$ cat src/psrns_pkg.sv
// Shared types and constants of the point store radius neighbor scan block.
package psrns_pkg;

   localparam int CAPACITY_DEF = 32;
   localparam int CNT_W        = 6;
   localparam int COORD_W      = 16;
   localparam int DIST_W       = 33;
   localparam int SQ_W         = 32;
   localparam int MODE_W       = 2;
   localparam int CSR_IDX_W    = 2;

   localparam logic [MODE_W-1:0] MODE_INSERT = 2'd0;
   localparam logic [MODE_W-1:0] MODE_QUERY  = 2'd1;
   localparam logic [MODE_W-1:0] MODE_CLEAR  = 2'd2;

   localparam logic KIND_NEIGHBOR   = 1'b0;
   localparam logic KIND_COMPLETION = 1'b1;

   localparam logic [CSR_IDX_W-1:0] REG_DUP_DIST_SQ = 2'd0;
   localparam logic [CSR_IDX_W-1:0] REG_RADIUS_SQ   = 2'd1;

   localparam logic [DIST_W-1:0] DUP_DIST_SQ_RESET = 33'd1;
   localparam logic [DIST_W-1:0] RADIUS_SQ_RESET   = 33'd1048576;

   typedef struct packed {
      logic [MODE_W-1:0]         mode;
      logic signed [COORD_W-1:0] point_x_in;
      logic signed [COORD_W-1:0] point_y_in;
      logic                      collect_neighbors;
   } req_type;

   typedef struct packed {
      logic                      kind;
      logic signed [COORD_W-1:0] neighbor_x;
      logic signed [COORD_W-1:0] neighbor_y;
      logic                      is_duplicate;
      logic                      closest_valid;
      logic signed [COORD_W-1:0] closest_x;
      logic signed [COORD_W-1:0] closest_y;
      logic [DIST_W-1:0]         closest_dist_sq;
      logic [CNT_W-1:0]          neighbor_total;
      logic                      insert_accepted;
      logic                      last;
   } rsp_type;

   typedef struct packed {
      logic signed [COORD_W-1:0] x;
      logic signed [COORD_W-1:0] y;
      logic [DIST_W-1:0]         dist_sq;
   } dist_type;

endpackage

$ cat src/psrns_ram.sv
// Generic single-port-write, single-port-read RAM with a registered read.
module psrns_ram #(
   parameter int WIDTH = 32,
   parameter int DEPTH = 32,
   localparam int AW   = (DEPTH > 1) ? $clog2(DEPTH) : 1
) (
   input  logic             clock,
   input  logic             wr_en,
   input  logic [AW-1:0]    wr_addr,
   input  logic [WIDTH-1:0] wr_data,
   input  logic             rd_en,
   input  logic [AW-1:0]    rd_addr,
   output logic [WIDTH-1:0] rd_data
);

   logic [WIDTH-1:0] mem_ff [DEPTH];
   logic [WIDTH-1:0] rd_data_ff;

   always_ff @(posedge clock) begin
      if (wr_en) begin
         mem_ff[wr_addr] <= wr_data;
      end
      if (rd_en) begin
         rd_data_ff <= mem_ff[rd_addr];
      end
   end

   assign rd_data = rd_data_ff;

endmodule

$ cat src/psrns_dist.sv
// Squared-distance stage: squares the coordinate differences of one stored point.
module psrns_dist
   import psrns_pkg::*;
(
   input  logic                      clock,
   input  logic                      en,
   input  logic [2*COORD_W-1:0]      point,
   input  logic signed [COORD_W-1:0] qx,
   input  logic signed [COORD_W-1:0] qy,
   output dist_type                  result
);

   logic signed [COORD_W-1:0] px_ff, py_ff, px_in, py_in;
   logic [SQ_W-1:0]           sqx_ff, sqy_ff, sqx_in, sqy_in;
   logic signed [COORD_W:0]   dx, dy;
   logic signed [2*COORD_W+1:0] prod_x, prod_y;

   always_comb begin
      px_in  = point[COORD_W-1:0];
      py_in  = point[2*COORD_W-1:COORD_W];
      dx     = {px_in[COORD_W-1], px_in} - {qx[COORD_W-1], qx};
      dy     = {py_in[COORD_W-1], py_in} - {qy[COORD_W-1], qy};
      prod_x = dx * dx;
      prod_y = dy * dy;
      // The square of a 17-bit difference never exceeds 32 bits.
      sqx_in = prod_x[SQ_W-1:0];
      sqy_in = prod_y[SQ_W-1:0];
   end

   always_ff @(posedge clock) begin
      if (en) begin
         px_ff  <= px_in;
         py_ff  <= py_in;
         sqx_ff <= sqx_in;
         sqy_ff <= sqy_in;
      end
   end

   assign result.x       = px_ff;
   assign result.y       = py_ff;
   assign result.dist_sq = {1'b0, sqx_ff} + {1'b0, sqy_ff};

endmodule

$ cat src/point_store_radius_neighbor_scan_core.sv
// Top level of the point store with brute-force radius neighbor scan.
//
// Requests arrive on the req_ valid/ready channel: insert a point, query a
// point, or clear the store. Results leave on the rsp_ valid/ready channel;
// every request ends with one completion result marked last, and a query may
// first emit one neighbor result for each stored point inside the radius. The user must
// write both thresholds via csr_ only while the block is idle; the block does not check.
//
// One request is worked on at a time. Insert, clear and the unused mode pass
// through FINISH, which loads their completion into the result register once
// it is free. A query streams the stored points out of the point RAM at one per
// cycle while the result register is free, through a three-stage read, square
// and compare pipeline, and loads its completion in FINISH. The single RAM
// read port sets that rate; a duplicate ends the scan early.
//
// The result register decouples the two sides: a new request is accepted
// while the previous completion still waits to be taken. When the receiver
// stalls with a result pending, the whole scan pipeline holds in place.
// Reset empties the store, restores the thresholds and drops any pending
// result; the point RAM itself is not cleared.
module point_store_radius_neighbor_scan_core
   import psrns_pkg::*;
#(
   parameter int CAPACITY = CAPACITY_DEF
) (
   input  logic                 clock,
   input  logic                 reset,
   input  logic                 req_valid,
   output logic                 req_ready,
   input  req_type              req_data,
   output logic                 rsp_valid,
   input  logic                 rsp_ready,
   output rsp_type              rsp_data,
   input  logic                 csr_we,
   input  logic [CSR_IDX_W-1:0] csr_index,
   input  logic [DIST_W-1:0]    csr_wdata
);

   localparam int AW = (CAPACITY > 1) ? $clog2(CAPACITY) : 1;
   localparam logic [CNT_W-1:0] CAP_CNT = CNT_W'(CAPACITY);

   localparam logic [1:0] ST_IDLE   = 2'd0;
   localparam logic [1:0] ST_SCAN   = 2'd1;
   localparam logic [1:0] ST_FINISH = 2'd2;

   logic [1:0]        state_ff, state_in;
   req_type           req_ff, req_in;
   logic [DIST_W-1:0] dup_thr_ff, dup_thr_in, radius_ff, radius_in;
   logic [CNT_W-1:0]  count_ff, count_in;
   logic [CNT_W-1:0]  rd_idx_ff, rd_idx_in;
   logic              vb_ff, vb_in, vc_ff, vc_in;
   logic              dup_ff, dup_in, have_ff, have_in;
   logic [DIST_W-1:0] best_ff, best_in;
   logic signed [COORD_W-1:0] bx_ff, bx_in, by_ff, by_in;
   logic [CNT_W-1:0]  total_ff, total_in;
   logic              rsp_valid_ff, rsp_valid_in;
   rsp_type           rsp_ff, rsp_in;

   logic              slot_free;
   logic              issue;
   logic              wr_en;
   logic [2*COORD_W-1:0] rd_data;
   dist_type          cand;

   // The result register is free when empty or being taken this cycle;
   // every pipeline stage advances only then.
   assign slot_free = !rsp_valid_ff || rsp_ready;
   assign issue     = (state_ff == ST_SCAN) && slot_free && (rd_idx_ff < count_ff);

   // The FSM never reads and writes the RAM in the same request phase:
   // writes happen only in FINISH of an insert, reads only during SCAN.
   psrns_ram #(
      .WIDTH (2*COORD_W),
      .DEPTH (CAPACITY)
   ) u_store (
      .clock   (clock),
      .wr_en   (wr_en),
      .wr_addr (count_ff[AW-1:0]),
      .wr_data ({req_ff.point_y_in, req_ff.point_x_in}),
      .rd_en   (issue),
      .rd_addr (rd_idx_ff[AW-1:0]),
      .rd_data (rd_data)
   );

   psrns_dist u_dist (
      .clock  (clock),
      .en     ((state_ff == ST_SCAN) && slot_free),
      .point  (rd_data),
      .qx     (req_ff.point_x_in),
      .qy     (req_ff.point_y_in),
      .result (cand)
   );

   always_comb begin
      state_in     = state_ff;
      req_in       = req_ff;
      dup_thr_in   = dup_thr_ff;
      radius_in    = radius_ff;
      count_in     = count_ff;
      rd_idx_in    = rd_idx_ff;
      vb_in        = vb_ff;
      vc_in        = vc_ff;
      dup_in       = dup_ff;
      have_in      = have_ff;
      best_in      = best_ff;
      bx_in        = bx_ff;
      by_in        = by_ff;
      total_in     = total_ff;
      rsp_valid_in = rsp_valid_ff && !rsp_ready;
      rsp_in       = rsp_ff;
      wr_en        = 1'b0;

      if (csr_we) begin
         unique case (csr_index)
            REG_DUP_DIST_SQ: dup_thr_in = csr_wdata;
            REG_RADIUS_SQ:   radius_in  = csr_wdata;
            default:         ;
         endcase
      end

      unique case (state_ff)
         ST_IDLE: begin
            if (req_valid) begin
               req_in    = req_data;
               rd_idx_in = '0;
               vb_in     = 1'b0;
               vc_in     = 1'b0;
               dup_in    = 1'b0;
               have_in   = 1'b0;
               best_in   = '0;
               bx_in     = '0;
               by_in     = '0;
               total_in  = '0;
               state_in  = (req_data.mode == MODE_QUERY) ? ST_SCAN : ST_FINISH;
            end
         end
         ST_SCAN: begin
            if (slot_free) begin
               vb_in = issue;
               vc_in = vb_ff;
               if (issue) begin
                  rd_idx_in = rd_idx_ff + 1'b1;
               end
               if (vc_ff) begin
                  if (cand.dist_sq < dup_thr_ff) begin
                     // Duplicate: drop everything in flight and complete.
                     dup_in   = 1'b1;
                     vb_in    = 1'b0;
                     vc_in    = 1'b0;
                     state_in = ST_FINISH;
                  end else if (req_ff.collect_neighbors) begin
                     if (!have_ff || (cand.dist_sq < best_ff)) begin
                        have_in = 1'b1;
                        best_in = cand.dist_sq;
                        bx_in   = cand.x;
                        by_in   = cand.y;
                     end
                     if (cand.dist_sq < radius_ff) begin
                        rsp_valid_in      = 1'b1;
                        rsp_in            = '0;
                        rsp_in.kind       = KIND_NEIGHBOR;
                        rsp_in.neighbor_x = cand.x;
                        rsp_in.neighbor_y = cand.y;
                        total_in          = total_ff + 1'b1;
                     end
                  end
               end else if (!vb_ff && (rd_idx_ff >= count_ff)) begin
                  state_in = ST_FINISH;
               end
            end
         end
         ST_FINISH: begin
            if (slot_free) begin
               rsp_valid_in = 1'b1;
               rsp_in       = '0;
               rsp_in.kind  = KIND_COMPLETION;
               rsp_in.last  = 1'b1;
               case (req_ff.mode)
                  MODE_INSERT: begin
                     if (count_ff < CAP_CNT) begin
                        wr_en                  = 1'b1;
                        count_in               = count_ff + 1'b1;
                        rsp_in.insert_accepted = 1'b1;
                     end
                  end
                  MODE_QUERY: begin
                     rsp_in.is_duplicate   = dup_ff;
                     rsp_in.neighbor_total = total_ff;
                     if (have_ff && !dup_ff) begin
                        rsp_in.closest_valid   = 1'b1;
                        rsp_in.closest_x       = bx_ff;
                        rsp_in.closest_y       = by_ff;
                        rsp_in.closest_dist_sq = best_ff;
                     end
                  end
                  MODE_CLEAR: count_in = '0;
                  default:    ;
               endcase
               state_in = ST_IDLE;
            end
         end
         default: state_in = ST_IDLE;
      endcase
   end

   always_ff @(posedge clock) begin
      if (reset) begin
         state_ff     <= ST_IDLE;
         dup_thr_ff   <= DUP_DIST_SQ_RESET;
         radius_ff    <= RADIUS_SQ_RESET;
         count_ff     <= '0;
         vb_ff        <= 1'b0;
         vc_ff        <= 1'b0;
         rsp_valid_ff <= 1'b0;
      end else begin
         state_ff     <= state_in;
         dup_thr_ff   <= dup_thr_in;
         radius_ff    <= radius_in;
         count_ff     <= count_in;
         vb_ff        <= vb_in;
         vc_ff        <= vc_in;
         rsp_valid_ff <= rsp_valid_in;
      end
   end

   always_ff @(posedge clock) begin
      req_ff    <= req_in;
      rd_idx_ff <= rd_idx_in;
      dup_ff    <= dup_in;
      have_ff   <= have_in;
      best_ff   <= best_in;
      bx_ff     <= bx_in;
      by_ff     <= by_in;
      total_ff  <= total_in;
      rsp_ff    <= rsp_in;
   end

   assign req_ready = (state_ff == ST_IDLE);
   assign rsp_valid = rsp_valid_ff;
   assign rsp_data  = rsp_ff;

endmodule

$ cat config.mk
export PLATFORM = sky130hd
export DESIGN_NAME = point_store_radius_neighbor_scan_core
export DESIGN_NICKNAME = d
export VERILOG_FILES = /design/src/psrns_pkg.sv /design/src/psrns_ram.sv /design/src/psrns_dist.sv /design/src/point_store_radius_neighbor_scan_core.sv
export SDC_FILE = /design/constraint.sdc
export NUM_CORES = 2
export LEC_CHECK = 0
export BUFFER_PORTS_ARGS = -buffer_cell sky130_fd_sc_hd__buf_4
export CAP_MARGIN = 15
export CORE_ASPECT_RATIO = 1.75
export CORE_MARGIN = 5
export CORE_UTILIZATION = 46
export CTS_CLUSTER_SIZE = 14
export DETAILED_ROUTE_END_ITERATION = 8
export PLACE_DENSITY_LB_ADDON = 0.3
export SYNTH_ARGS = -nofsm -noshare
export SYNTH_HDL_FRONTEND = slang
export SYNTH_SLANG_ARGS = --single-unit
$ cat constraint.sdc
create_clock -name clock -period 12 [get_ports clock]
set_input_delay 1.2 -clock clock [delete_from_list [all_inputs] [get_ports clock]]
set_output_delay 1.2 -clock clock [all_outputs]
set_load 0.01 [all_outputs]
After elaboration in Yosys (flattened, before gate mapping):

Memories as Yosys holds them, arrays and structs flattened. A register that Yosys moved wholly into a read port is not among the register bits.
Index checks and enable logic that the tools add are counted.
W data, S select, Z words.

* $add $sub $neg: 6
* multipliers: 2
* magnitude comparators: 6
* eq/ne operators: 19
* multiplexer cells: 81
* reduce and logical (&&, ||, !) cells: 29

Operators with widths (number)
* $mux W108: 6
* $pmux W108 S2: 1
* $mux W33: 6
* $mux W16: 11
* $lt A33 B33 Y1: 3
* $mux W73: 1
* $mux W66: 1
* $pmux W33 S2: 1
* $mul A17 B17 Y32: 2
* $pmux W16 S2: 2
* $mux W6: 9
* $pmux W6 S2: 3
* $sub A16 B16 Y17: 2
* $add A32 B32 Y33: 1
* $mux W1: 27
* $reduce_and A7 Y1: 3
* $add A6 B1 Y6 const B: 3
* $ne A2 B2 Y1 const B: 8
* $mux W2: 7
* $pmux W1 S2: 5
* $reduce_and A5 Y1: 2
* $eq A2 B1 Y1 const B: 4
* $reduce_and A4 Y1: 2
* $ge A6 B6 Y1: 1
* other kinds (13): 32

* flip-flop bits (word level): 395
* memory bits (writable): 1024
* bits of input ports: 75
* output and inout bits: 110
* word-level logic and storage cells: 177
* memories: 1

Memories
* u_store.mem_ff: words 32, width 32, rd ports 1, clocked after Yosys merged registers in 1, write ports 1, RTL line psrns_ram.sv:16 `logic [WIDTH-1:0] mem_ff [DEPTH];`

Depth between registers and ports, before layout:

* depth after elaboration: 9
* mapped depth: 36
* gate-level depth less buffers: 35

Hierarchy:

A second synthesis with hierarchy kept.

* cell total of the unflattened synthesis: 5961
* area total of the unflattened synthesis: 78290.1 um^2

Modules (own cells, without submodules)
* psrns_ram: instances 1, cells an instance 2260, area each 40816.6 um^2, seq. area each 31710.4 um^2
* psrns_dist: instances 1, cells an instance 2525, area each 24006.8 um^2, seq. area each 2822.7 um^2
* point_store_radius_neighbor_scan_core: instances 1, cells an instance 1176, area each 13466.7 um^2, seq. area each 8177.8 um^2

Least setup slack after synthesis:

OpenSTA, ideal clock, no wires.

* kind: reg2reg
* start point: reg u_dist.sqy_ff[3]
* end point: reg best_ff[0], enable pin
* library setup time: 0.653 ns
* data arrival time: 9.997 ns
* data required time: 11.347 ns
* path slack: 1.350 ns
* stages on the path, launching flop included: 20
* path buffers: 0
* period minus slack after synthesis: 10.650 ns
* cell sequence: edfxtp_1 > ha_1 > a211oi_1 > o21ai_0 > a31oi_1 > o2111ai_1 > and2_1 > o21a_1 > nor2_1 > xnor2_1 > ha_1 > nand2_1 > or4_1 > nor2_1 > o21ai_0 > o2111ai_1 > a311oi_1 > o21ai_0 > a31oi_1 > nor4_1

RTL lines
* start: declaration: RTL line psrns_dist.sv:14 `logic [SQ_W-1:0] sqx_ff, sqy_ff, sqx_in, sqy_in;`
* start signal: assignment: RTL line psrns_dist.sv:35 `sqy_ff <= sqy_in;`
* end signal: assignment: RTL line point_store_radius_neighbor_scan_core.sv:231 `best_ff <= best_in;`
* end: declaration: RTL line point_store_radius_neighbor_scan_core.sv:53 `logic [DIST_W-1:0] best_ff, best_in;`

Worst setup path in the final report:

* start point: reg req_ff[18] (netlist bit)
* end point: reg u_dist.sqx_ff[30] (data pin)

* word-level cells in the longest chain between the ends: 2

Ends and longest elaborated chain
* start: declaration: RTL line point_store_radius_neighbor_scan_core.sv:47 `req_type req_ff, req_in;`
* start signal: assignment: RTL line point_store_radius_neighbor_scan_core.sv:227 `req_ff <= req_in;`
* $sub A16 B16 Y17: RTL line psrns_dist.sv:21 `dx = {px_in[COORD_W-1], px_in} - {qx[COORD_W-1], qx};`
* $mul A17 B17 Y32: RTL line psrns_dist.sv:23 `prod_x = dx * dx;`
* via u_dist.prod_x[30]: RTL line psrns_dist.sv:16 `logic signed [2*COORD_W+1:0] prod_x, prod_y;`
* end signal: assignment: RTL line psrns_dist.sv:34 `sqx_ff <= sqx_in;`
* end: declaration: RTL line psrns_dist.sv:14

The timed path passes the listed nets, and every way through them passes these cells.
A chain may end at the register's enable or synchronous reset.

==> flow_summary.ini <==
[yosys]
ys_ff_latch = 1448
seq_area_frac_synth = 0.552
synth_top_area_cell = edfxtp_1
synth.distinct_cells = 86
synth_area_um2 = 77300
yosysWarnings = 0
synth_edf_count = 1371
synth_flop_cell = edfxtp_1
synth_top_area_share = 0.532
synth_area_per_cell_um2 = 14.8
ys_top_cells_by_count = 1371 x edfxtp_1, 794 x inv_1, 516 x fa_1
synth_async_sr_flop_share = 0
synth_most_common_cell = edfxtp_1
syn_nets = 6146
netlist_instances = 5224
yosys-top-cells-area = edfxtp_1 53%, fa_1 13%, mux4_2 9.3%

[sta]
skew_ns = 0.0606
finalCritPeriodShare = 0.834
hold_violations = 0
max_freq_ghz = 0.0999
drv_slew = 0
tightest_slew_ns = 1.14
finalSetupViolations = 0
setup_tns_ns = 0
rsz0062_at_grt = false
slew_headroom = 0.238
fin_crit_ns = 10.01

[die]
io-pin-count = 185
dieHeight_um = 552
coreArea_um2 = 168000
die-area_um2 = 177000
die_x_um = 320
initial_core_util = 0.462
rows = 199

[route]
firstDrtPassIters = 6
drc = 0
vias_per_cell = 5.56
wl_per_cell_um = 26.0
drtIter0Drc = 3231
vias = 43222
wl_um = 202000
final_antenna_net_count = 0

[global_route]
grt_pass1_vias = 46284
grt_max_degree = 140
grt_use_total = 0.227
grt.overflow.total = 0
antenna_found_initial = 8
grt_pass1_wl_um = 297000

[final_layout]
drive_gt1_frac = 0.160
finalNetCount = 6404
syn2layout_area_growth_pct = 11.1

[cts]
clkTransAtPathRegs_ns = 0.06
htreeDepth = 4
cts_hold_buffers = 0
clock-sinks = 1448
clock_latency_ns = 0.78
cts_buffers = 141
cts_tree = built
cts_root_buf = clkbuf_16
postCtsSetupBuffers = 0
clockBufferDepth = 4
cts_resized = 0

[worst_setup_path]
critPathMaxFanout = 33
rr_worst_depth = 30
r2r-end = u_dist.sqx_ff[30]
slowest_stage = edfxtp_1
cp-start-kind = flop
end_kind = flop
worstReg2RegStart = req_ff[18]
crit_start = req_ff[18]
crit_end = u_dist.sqx_ff[30]
critical_path_required_ns = 12.55
rrSetupSlack_ns = 1.99
criticalPathCategory = flop to flop
arrival_ns = 10.57
cpPeakStageDelay_ns = 0.96

[status]
status = finished, final reports clean

[placement]
dp_hpwl_um = 137000
gp_congestion = 0.929
io_buffers = 184

[run]
max-cap-violations = 0

[worst_hold_path]
hold_path.class = flop to flop
## critical path, delay by kind of cell (launching register included)
family | cells | cell delay, ns
flip-flops | 1 | 0.96
AO/OA/AOI/OAI | 12 | 2.52
XOR/XNOR | 1 | 0.85
AND/OR/NAND/NOR | 2 | 0.73
adder cells (fa/ha/maj) | 8 | 3.71
buffers and inverters | 7 | 1.04
## how the worst min path moves through the flow
stage / from / to / cells past startpoint
3_3_place_gp: radius_ff[2] / radius_ff[2] / 2
4_1_cts: dup_thr_ff[21] / dup_thr_ff[21] / 2
6_report: dup_thr_ff[8] / dup_thr_ff[8] / 2
5_1_grt: radius_ff[3] / radius_ff[3] / 2
3_5_place_dp: dup_thr_ff[21] / dup_thr_ff[21] / 2
2_1_floorplan: u_store.rd_data[0] / u_dist.px_ff[0] / 0
## area by class of cell
| type | instances | area, um2 |
|---|---|---|
| Antenna cell | 5 | 12.5 |
| Clock inverter | 50 | 315 |
| Clock buffer | 169 | 3740 |
| Sequential cell | 1448 | 42700 |
| Inverter | 805 | 3020 |
| Timing Repair Buffer | 286 | 2180 |
| Tap cell | 2211 | 2770 |
| Fill cell | 13836 | 81600 |
| Multi-Input combinational cell | 2800 | 31200 |
## through the flow
step	utilization	setup slack [ns]	cell area [um2]	std cells	hold slack, ns
global route	0.513	1.47	85900	7770	0.473
detailed placement	0.489	2.03	81900	7550	0.448
floorplan	-	1.35	77300	5224	0.426
global placement	0.489	2.27	81900	7550	0.442
finish	0.513	1.99	86000	7774	0.455
CTS	0.513	1.95	85900	7769	0.457
## sequential cells by signal (all words and copies together) (netlist names)
| register | flops |
|---|---|
| have_ff | 1 |
| vb_ff | 1 |
| bx_ff | 16 |
| total_ff | 6 |
| u_dist.sqx_ff | 31 |
| rsp_data | 107 |
| rd_idx_ff | 6 |
| radius_ff | 33 |
| best_ff | 33 |
| req_ff | 35 |
| dup_ff | 1 |
| state_ff | 2 |
| vc_ff | 1 |
| by_ff | 16 |
| dup_thr_ff | 33 |
| u_dist.py_ff | 16 |
| u_store.mem_ff | 1024 |
| u_dist.px_ff | 16 |
| rsp_valid | 1 |
| count_ff | 6 |
| u_dist.sqy_ff | 31 |
| u_store.rd_data | 32 |
## placed cells by master, fill, tap and decap left out, drive strengths merged, types with 34 or more instances in the layout
cell / count
a21o: 73
a21oi: 155
and2: 141
buf: 286
clkbuf: 169
clkinv: 41
dfxtp: 77
edfxtp: 1371
fa: 516
ha: 331
inv: 808
mux4: 320
nand2: 346
nand2b: 34
nand3: 34
nor2: 320
nor2b: 50
o21ai: 58
xnor2: 100
xor2: 38
## layer usage
layer	track usage	vias to the layer above	share of wire
li1	-	18829	-
met1	0.254	22346	0.34
met2	0.419	1529	0.54
met3	0.0286	516	0.052
met4	0.118	2	0.065
met5	0	-	0.000064
## logic make-up (layout without fill, tap and decap cells)
| logic type | count (synthesis) | count (layout) | synth area share |
|---|---|---|---|
| flip-flops | 1448 | 1448 | 0.552 |
| AND/OR/NAND/NOR | 1036 | 1036 | 0.0621 |
| buffers and inverters | 976 | 1310 | 0.0482 |
| adder cells (fa/ha/maj) | 847 | 847 | 0.187 |
| AO/OA/AOI/OAI | 423 | 423 | 0.0359 |
| multiplexers | 356 | 356 | 0.0984 |
| XOR/XNOR | 138 | 138 | 0.0162 |
| other | 0 | 5 | 0 |
Power is left out: the tool's default activity adds up to more than one toggle a clock period on the data nets, which glitch-free logic cannot reach.
